`src/hdl/edfs_pkg.sv`:
```
`timescale 1ns / 1ps
// ----------------------------------------------------------------------------
// edfs_pkg
// shared types, constants and helpers of the edf periodic task scheduler
// ----------------------------------------------------------------------------
package edfs_pkg;

    localparam int MAX_TASKS = 16;
    localparam int IDX_W     = $clog2(MAX_TASKS);
    localparam int CNT_W     = $clog2(MAX_TASKS + 1);

    // command codes
    localparam logic CMD_LOAD = 1'b0;
    localparam logic CMD_TICK = 1'b1;

    typedef struct packed {
        logic        command;
        logic [3:0]  task_index;
        logic [15:0] exec_time;
        logic [31:0] first_deadline;
        logic [31:0] first_release;
        logic [15:0] period;
    } item_t;

    typedef struct packed {
        logic        ran_valid;
        logic [3:0]  ran_task;
        logic [15:0] remaining_after;
        logic        job_done;
        logic [31:0] current_time;
        logic [31:0] busy_units;
        logic [47:0] waiting_sum;
        logic [47:0] turnaround_sum;
    } result_t;

    // best task so far, handed from cell to cell
    typedef struct packed {
        logic             found;
        logic [IDX_W-1:0] idx;
        logic [31:0]      deadline;
        logic [31:0]      release_time;
        logic [15:0]      remaining;
        logic [15:0]      exec;
    } cand_t;

    typedef enum logic [1:0] {
        OP_NONE,
        OP_LOAD,
        OP_DEC,
        OP_DONE
    } cell_op_t;

    // update broadcast to every cell, taken by the addressed one
    typedef struct packed {
        cell_op_t         op;
        logic [IDX_W-1:0] idx;
        logic [15:0]      exec;
        logic [31:0]      deadline;
        logic [31:0]      release_time;
        logic [15:0]      period;
    } cell_cmd_t;

    function automatic logic [31:0] sat_add32(input logic [31:0] a, input logic [31:0] b);
        logic [32:0] s;
        s = {1'b0, a} + {1'b0, b};
        return s[32] ? 32'hFFFF_FFFF : s[31:0];
    endfunction

endpackage

```
`src/hdl/edfs_cell.sv`:
```
`timescale 1ns / 1ps
// ----------------------------------------------------------------------------
// edfs_cell
// one task slot of the scan chain: holds the task and keeps the earlier deadline
// ----------------------------------------------------------------------------
module edfs_cell
    import edfs_pkg::*;
(
    input  logic             clk,
    input  logic             rst_n,
    input  logic [IDX_W-1:0] slot,
    input  logic             active,
    input  logic [31:0]      time_now,
    input  cell_cmd_t        cmd,
    input  cand_t            cand_in,
    output cand_t            cand_out
);

    logic [15:0] exec_reg, exec_next;
    logic [15:0] period_reg, period_next;
    logic [31:0] release_reg, release_next;
    logic [31:0] deadline_reg, deadline_next;
    logic [15:0] remaining_reg, remaining_next;
    cand_t       cand_reg, cand_next;

    logic hit;
    logic eligible;
    logic take;

    always_comb
    begin
        hit            = (cmd.idx == slot);
        exec_next      = exec_reg;
        period_next    = period_reg;
        release_next   = release_reg;
        deadline_next  = deadline_reg;
        remaining_next = remaining_reg;
        if (hit)
        begin
            unique case (cmd.op)
                OP_LOAD:
                begin
                    exec_next      = cmd.exec;
                    period_next    = cmd.period;
                    release_next   = cmd.release_time;
                    deadline_next  = cmd.deadline;
                    remaining_next = cmd.exec;
                end
                OP_DEC:
                begin
                    remaining_next = remaining_reg - 16'd1;
                end
                OP_DONE:
                begin
                    release_next   = sat_add32(release_reg, {16'd0, period_reg});
                    deadline_next  = sat_add32(deadline_reg, {16'd0, period_reg});
                    remaining_next = exec_reg;
                end
                default:
                begin
                end
            endcase
        end

        // strict compare keeps the lower index on equal deadlines
        eligible = active && (release_reg <= time_now) && (remaining_reg != 16'd0);
        take     = eligible && (!cand_in.found || (deadline_reg < cand_in.deadline));
        if (take)
        begin
            cand_next.found        = 1'b1;
            cand_next.idx          = slot;
            cand_next.deadline     = deadline_reg;
            cand_next.release_time = release_reg;
            cand_next.remaining    = remaining_reg;
            cand_next.exec         = exec_reg;
        end
        else
        begin
            cand_next = cand_in;
        end
    end

    always_ff @(posedge clk)
    begin
        exec_reg      <= exec_next;
        period_reg    <= period_next;
        release_reg   <= release_next;
        deadline_reg  <= deadline_next;
        remaining_reg <= remaining_next;
    end

    always_ff @(posedge clk or negedge rst_n)
    begin
        if (!rst_n)
        begin
            cand_reg <= '0;
        end
        else
        begin
            cand_reg <= cand_next;
        end
    end

    assign cand_out = cand_reg;

endmodule

```
`config.mk`:
```
export PLATFORM = sky130hd
export DESIGN_NAME = edfs_cell
export DESIGN_NICKNAME = d
export VERILOG_FILES = /design/src/hdl/edfs_pkg.sv /design/src/hdl/edfs_cell.sv
export SDC_FILE = /design/constraint.sdc
export NUM_CORES = 1
export LEC_CHECK = 0
export BUFFER_PORTS_ARGS = -buffer_cell sky130_fd_sc_hd__buf_2
export CORE_MARGIN = 2
export CORE_UTILIZATION = 40
export DETAILED_ROUTE_END_ITERATION = 6
export GPL_TIMING_DRIVEN = 0
export PLACE_DENSITY_LB_ADDON = 0.25
export SLEW_MARGIN = 0
export SYNTH_ARGS = -nofsm -noshare
export SYNTH_HDL_FRONTEND = slang
export SYNTH_SLANG_ARGS = --single-unit
```
`constraint.sdc`:
```
create_clock -name clk -period 3.24 [get_ports clk]
set_input_delay 0.162 -clock clk [delete_from_list [all_inputs] [get_ports clk]]
set_output_delay 0.162 -clock clk [all_outputs]
set_load 0.005 [all_outputs]
```
==> After elaboration in Yosys (flattened, before gate mapping) <==
Index checks and enable logic that the tools add are counted.
Widths: inputs -> output; s select.
{ "totals": {"reg_bits": 213, "in_bits": 242, "output_inout_bits": 101, "elab_cells": 37} }
{ "op_classes": {"n_addsub": 3, "n_lt_le_gt_ge": 2, "n_eq_ne": 4, "n_mux": 6, "reduce_logical": 11} }
{ "ops": {"columns": ["cell", "n"], "rows": [
  ["$pmux 32 s2", 2],
  ["$mux 101", 1],
  ["$add 32x16->33", 2],
  ["$mux 32", 2],
  ["$pmux 16 s3", 1],
  ["$le 32x32->1", 1],
  ["$lt 32x32->1", 1],
  ["$reduce_bool 16->1", 1],
  ["$sub 16x1->16 const B", 1],
  ["$reduce_and 2->1", 3],
  ["$eq 2x2->1 const B", 2],
  ["$eq 4x4->1", 1],
  ["$logic_and 1x1->1", 3],
  ["$reduce_bool 3->1", 1],
  ["$eq 2x1->1 const B", 1],
  ["$reduce_bool 2->1", 1],
  ["$logic_not 1->1", 1],
  ["$logic_or 1x1->1", 1]
]} }

==> Depth between registers and ports, before layout <==
{ "logic_depth": {"ltp_word": 5, "mapped_depth": 12, "mapped_depth_nobuf": 10} }

==> Least setup slack after synthesis <==
OpenSTA, ideal clock, no wires.
{ "synth_timing": {"path_type": "input to register", "from": "input slot[1]", "to": "register exec_reg[0] (enable)", "setup_time_ns": 0.424, "arrival_time_ns": 3.785, "required_time_ns": 2.816, "setup_slack_ns": -0.970, "stages": 4, "n_path_buf": 0, "cell_sequence": "xor2_1 > nor4_1 > and2_1 > nor2b_1"} }
{ "synth_via": {"elab_chain_cells": 2} }
{ "synth_rtl": {"columns": ["element", "line", "rtl"], "rows": [
  ["start, declared", "edfs_cell.sv:11", "input logic [IDX_W-1:0] slot,"],
  ["$eq 4x4->1", "edfs_cell.sv:32", "hit = (cmd.idx == slot);"],
  ["$reduce_and 2->1 (no line)", null, null],
  ["end signal, assigned", "edfs_cell.sv:85", "exec_reg <= exec_next;"],
  ["end, declared", "edfs_cell.sv:19", "logic [15:0] exec_reg, exec_next;"]
]} }
Every way passes these cells.
A chain may end at the register's enable or synchronous reset.

==> PnR_summary.wiki <==
{| class="wikitable"
! Metric !! Value
|-
| Result of the run || complete, no violations
|-
| Avg WL per Cell || between 15 and 20 um
|-
| Yosys warnings || 0
|-
| Leakage power figure || 8.31 nW
|-
| Buf/Inv on CP || 3
|-
| Post-synth design cell area || between 10000 and 15000 um^2
|-
| Worst path top cell family by delay || compound AO/OA/AOI/OAI gates
|-
| Layout cells sized above 1 || 0.356
|-
| Kind of critical path || reg2reg
|-
| Final critical-path required period || between 3 and 4 ns
|-
| DR iter-0 viols || about 600
|-
| Net count, final || slightly below 2000
|-
| Complex-gate fraction of the synthesized area || 0.141
|-
| Site row count || between 60 and 70
|-
| Clk root buf || clkbuf_16
|-
| Worst reg-to-reg setup slack || about 0.12 ns
|-
| Register cell area after layout || between 5000 and 6000 um^2
|-
| Count of buffers inserted at the top-level ports || roughly 340
|-
| Post-synthesis simple-gate area fraction || 0.0879
|-
| Crit Reg-Reg Endpoint || cand_out[87]$_DFF_PN0_
|-
| Area inside the core boundary || between 30000 and 40000 um^2
|-
| Final std cell area, no fill || between 15000 and 20000 um^2
|-
| Number of cells traversed by the worst hold path || 3
|-
| Startpoint kind of the worst setup timing path || flop
|-
| Remaining design rule violation count || 0
|-
| Max transition margin || 0.321
|-
| Via count of the first global-routing pass || approximately 11000
|-
| CP peak stage delay || between 0.4 and 0.5 ns
|-
| Final ANT Viol Nets || 0
|-
| Starting utilization of the core area || 0.407
|-
| Total routed wirelength || around 40000 um
|-
| Clock tree skew after final layout || roughly 0.021 ns
|-
| Final RePlAce weighted congestion || between 0.8 and 0.9
|-
| Area growth syn-to-layout || 41.8%
|-
| Cell with the biggest individual delay on the critical path || edfxtp_1
|-
| Required arrival time at the worst endpoint || roughly 3.6 ns
|-
| Maximum level of the CTS H-tree || 1
|-
| Post-DP Area || about 15000 um^2
|-
| Most common flop cell mapped by yosys || edfxtp_1
|-
| Final setup violation count || 0
|-
| Worst Hold Class || in2reg
|-
| Setup repair after global routing missed its margin || false
|-
| Startpoint of the tightest hold check path || cmd[77]
|-
| Power Total || 7.22 mW
|-
| Crit. End Element || flop
|-
| Area used by multi-input combinational logic || ~6400 um^2
|-
| Antenna violations before repair || 6
|-
| Fraction of synthesis flops using an asynchronous set or reset pin || 0.474
|-
| Cts bufs inserted || 25
|-
| MaxCap Viol Count || 0
|-
| Slew at the pin closest to its max-slew limit || between 1 and 1.5 ns
|-
| Detailed-route via count || around 10000
|-
| Portion of the post-synthesis area used by sequential elements || 0.458
|-
| Worst-case clock buffer depth || 3
|-
| Period utilisation layout || 0.965
|-
| Post-synthesis share of cell area spent on xor and xnor gates || 0.0381
|-
| Largest net degree at the start of global routing || 67
|-
| All-layer global routing usage || 0.228
|-
| Avg Inst Size Synth || ~12 um^2
|-
| Flops & latches, synth || 213
|-
| Number of endpoints with negative hold slack in the final report || 0
|-
| Reg2reg start || deadline_reg[9]$_DFFE_PP_
|-
| Peak Freq || roughly 320 MHz
|-
| Fraction of synthesized area in multiplexers || 0.130
|-
| DP HPWL || ~28000 um
|-
| Critical Path Fanout Max || 10
|-
| Share of the core filled with cells || 0.577
|-
| Area of the die || ~34000 um^2
|-
| Max FFs per register || between 100 and 150
|-
| Max Slew Vio Count || 0
|-
| Adder-Cell Fraction of Synth Area || 0.0974
|-
| First-pass GRT wire length || 59600 um
|-
| CTS clk-pin slew, worst paths || approximately 0.07 ns
|-
| Number of clock sinks || about 210
|-
| Post-Synthesis Cells || about 1000
|-
| Count of filler cells inserted in the layout || about 2600
|-
| Y dimension of the die || 183 um
|-
| Number of enable-type register cells in the synthesized netlist || about 110
|-
| Worst voltage drop across the vdd grid || 0.345 mV
|-
| Insertion delay of the later-clocked pin in the worst-skew pair || between 0.5 and 0.6 ns
|-
| Die extent in x || ~180 um
|-
| Drt first pass iters || 5
|-
| Arr. time, crit path || roughly 3.5 ns
|-
| Main combinational cell family by area after synthesis || compound AO/OA/AOI/OAI gates
|-
| Power per cell area || between 300 and 400 nW/um^2
|-
| CP Cell Sequence || ha_1 -> a21o_1 -> a21o_1 -> a21oi_4 -> o211ai_1 -> a211oi_2 -> o21ai_2 -> a211oi_2 -> buf_6 -> buf_12 -> buf_12 -> mux2_4
|-
| Count of cells along the worst register-to-register path || 12
|-
| TritonCTS clock tree || built
|-
| Min-Delay Endpoint || deadline_reg[29]$_DFFE_PP_
|-
| Syn_nets || about 1400
|-
| Count of different cell masters after synthesis || ~80
|-
| Via density || slightly above 5
|-
| Total global routing overflow || 0
|-
| Smallest setup slack after layout || about 0.12 ns
|-
| I/O pins || approximately 340
|-
| Worst Setup Slack post-DPL || -0.411 ns
|}
[worst max-delay path by stage]
stage / end / from / cells past startpoint / slack [ns]
global placement: period_reg[13]$_DFFE_PP_ / slot[1] / 5 / -1.56
global route: deadline_reg[17]$_DFFE_PP_ / period_reg[6]$_DFFE_PP_ / 9 / 0.02
floorplan: exec_reg[0]$_DFFE_PP_ / slot[1] / 4 / 0.25
detailed placement: deadline_reg[30]$_DFFE_PP_ / period_reg[0]$_DFFE_PP_ / 11 / -0.41
CTS: deadline_reg[11]$_DFFE_PP_ / period_reg[0]$_DFFE_PP_ / 12 / -0.01
finish: cand_out[87]$_DFF_PN0_ / deadline_reg[9]$_DFFE_PP_ / 12 / 0.12
[metal layers]
metal	GRT usage	part of all wire	vias to the layer above
met5	0	0.00033	-
met4	0.0781	0.031	2
met1	0.280	0.42	4987
met3	0.0349	0.051	72
met2	0.408	0.50	365
li1	-	-	5047
[report_power, final]
group	internal (mW)	total, mW	leakage (nW)	switching (mW)
clock network	1.69	2.85	0.401	1.17
registers	3.00	3.06	2.19	0.0621
logic	0.756	1.30	5.72	0.540
[layout by cell type, fill, tap and decap left out, drive strengths merged, types with 33 or more instances in the layout]
cell type and n:
mux2 114, clkbuf 44, dfrtp 101, o22a 45, dlygate4sd3 204, a21oi 45
inv 73, edfxtp 112, o21ai 52, buf 374, xnor2 33, nand2 55
ha 97, nor2 36, a21o 38
[cell type report]
class / instances / share of cell area
multi-input combinational: 723 / 0.353
sequential: 213 / 0.323
timing repair buffer: 559 / 0.217
clock buffer: 34 / 0.0389
tap: 402 / 0.0276
buffer: 30 / 0.0191
inverter: 72 / 0.0148
clock inverter: 12 / 0.00651
antenna: 6 / 0.000823
[worst reg2reg max path, cell delays in order (launching register included)]
cell and delay, ns:
edfxtp_1 0.42, ha_1 0.31, a21o_1 0.18, a21o_1 0.21
a21oi_4 0.22, o211ai_1 0.21, a211oi_2 0.31, o21ai_2 0.12
a211oi_2 0.25, buf_6 0.15, buf_12 0.14, buf_12 0.16
mux2_4 0.32
[cell usage after synthesis, types with 14 or more instances]
cell type,instances,area [um^2]
a21o_1,36,270
xor2_1,23,201
nand4_1,18,113
mux2_2,14,158
dfrtp_1,101,2530
mux2_4,100,1500
inv_1,72,270
nand3_1,15,75.1
ha_1,97,1210
nand2_1,54,203
o22a_1,37,324
nor2_1,35,131
xnor2_1,33,289
nor3_1,14,70.1
o21ai_0,51,255
edfxtp_1,112,3360
a21oi_1,43,215
[what timing repair did]
| item | 4_1_cts | 5_1_grt |
|---|---|---|
| gates resized for setup | 11 | 5 |
| endpoints found under the setup margin | 160 | 138 |
| pin swaps | 6 | 9 |
| hold buffers | 202 | 0 |
| buffers inserted | 8 | 5 |
| endpoints found under the hold margin | 247 | 0 |
[logic make-up (layout without fill, tap and decap cells)]
group | Yosys count | in the layout
muxes | 116 | 116
xor gates and xnor gates | 56 | 56
AOI/OAI and AO/OA | 248 | 248
and+or+nand+nor | 204 | 204
other | 0 | 6
adders and majority gates | 99 | 99
DFF | 213 | 213
buffers and inverters | 102 | 707
[through the flow]
step / instances / TNS, ns / hold WS [ns]
after floorplan: 1038 / 0 / -0.134
after detailed placement: 1784 / -36.74 / 0.176
final: 2051 / 0 / 0.0146
after global routing: 2050 / 0 / 0.0299
after global placement: 1781 / -82.29 / 0.340
after CTS: 2040 / -0.0111 / 0.00630
(Power assumes the default switching activity.)
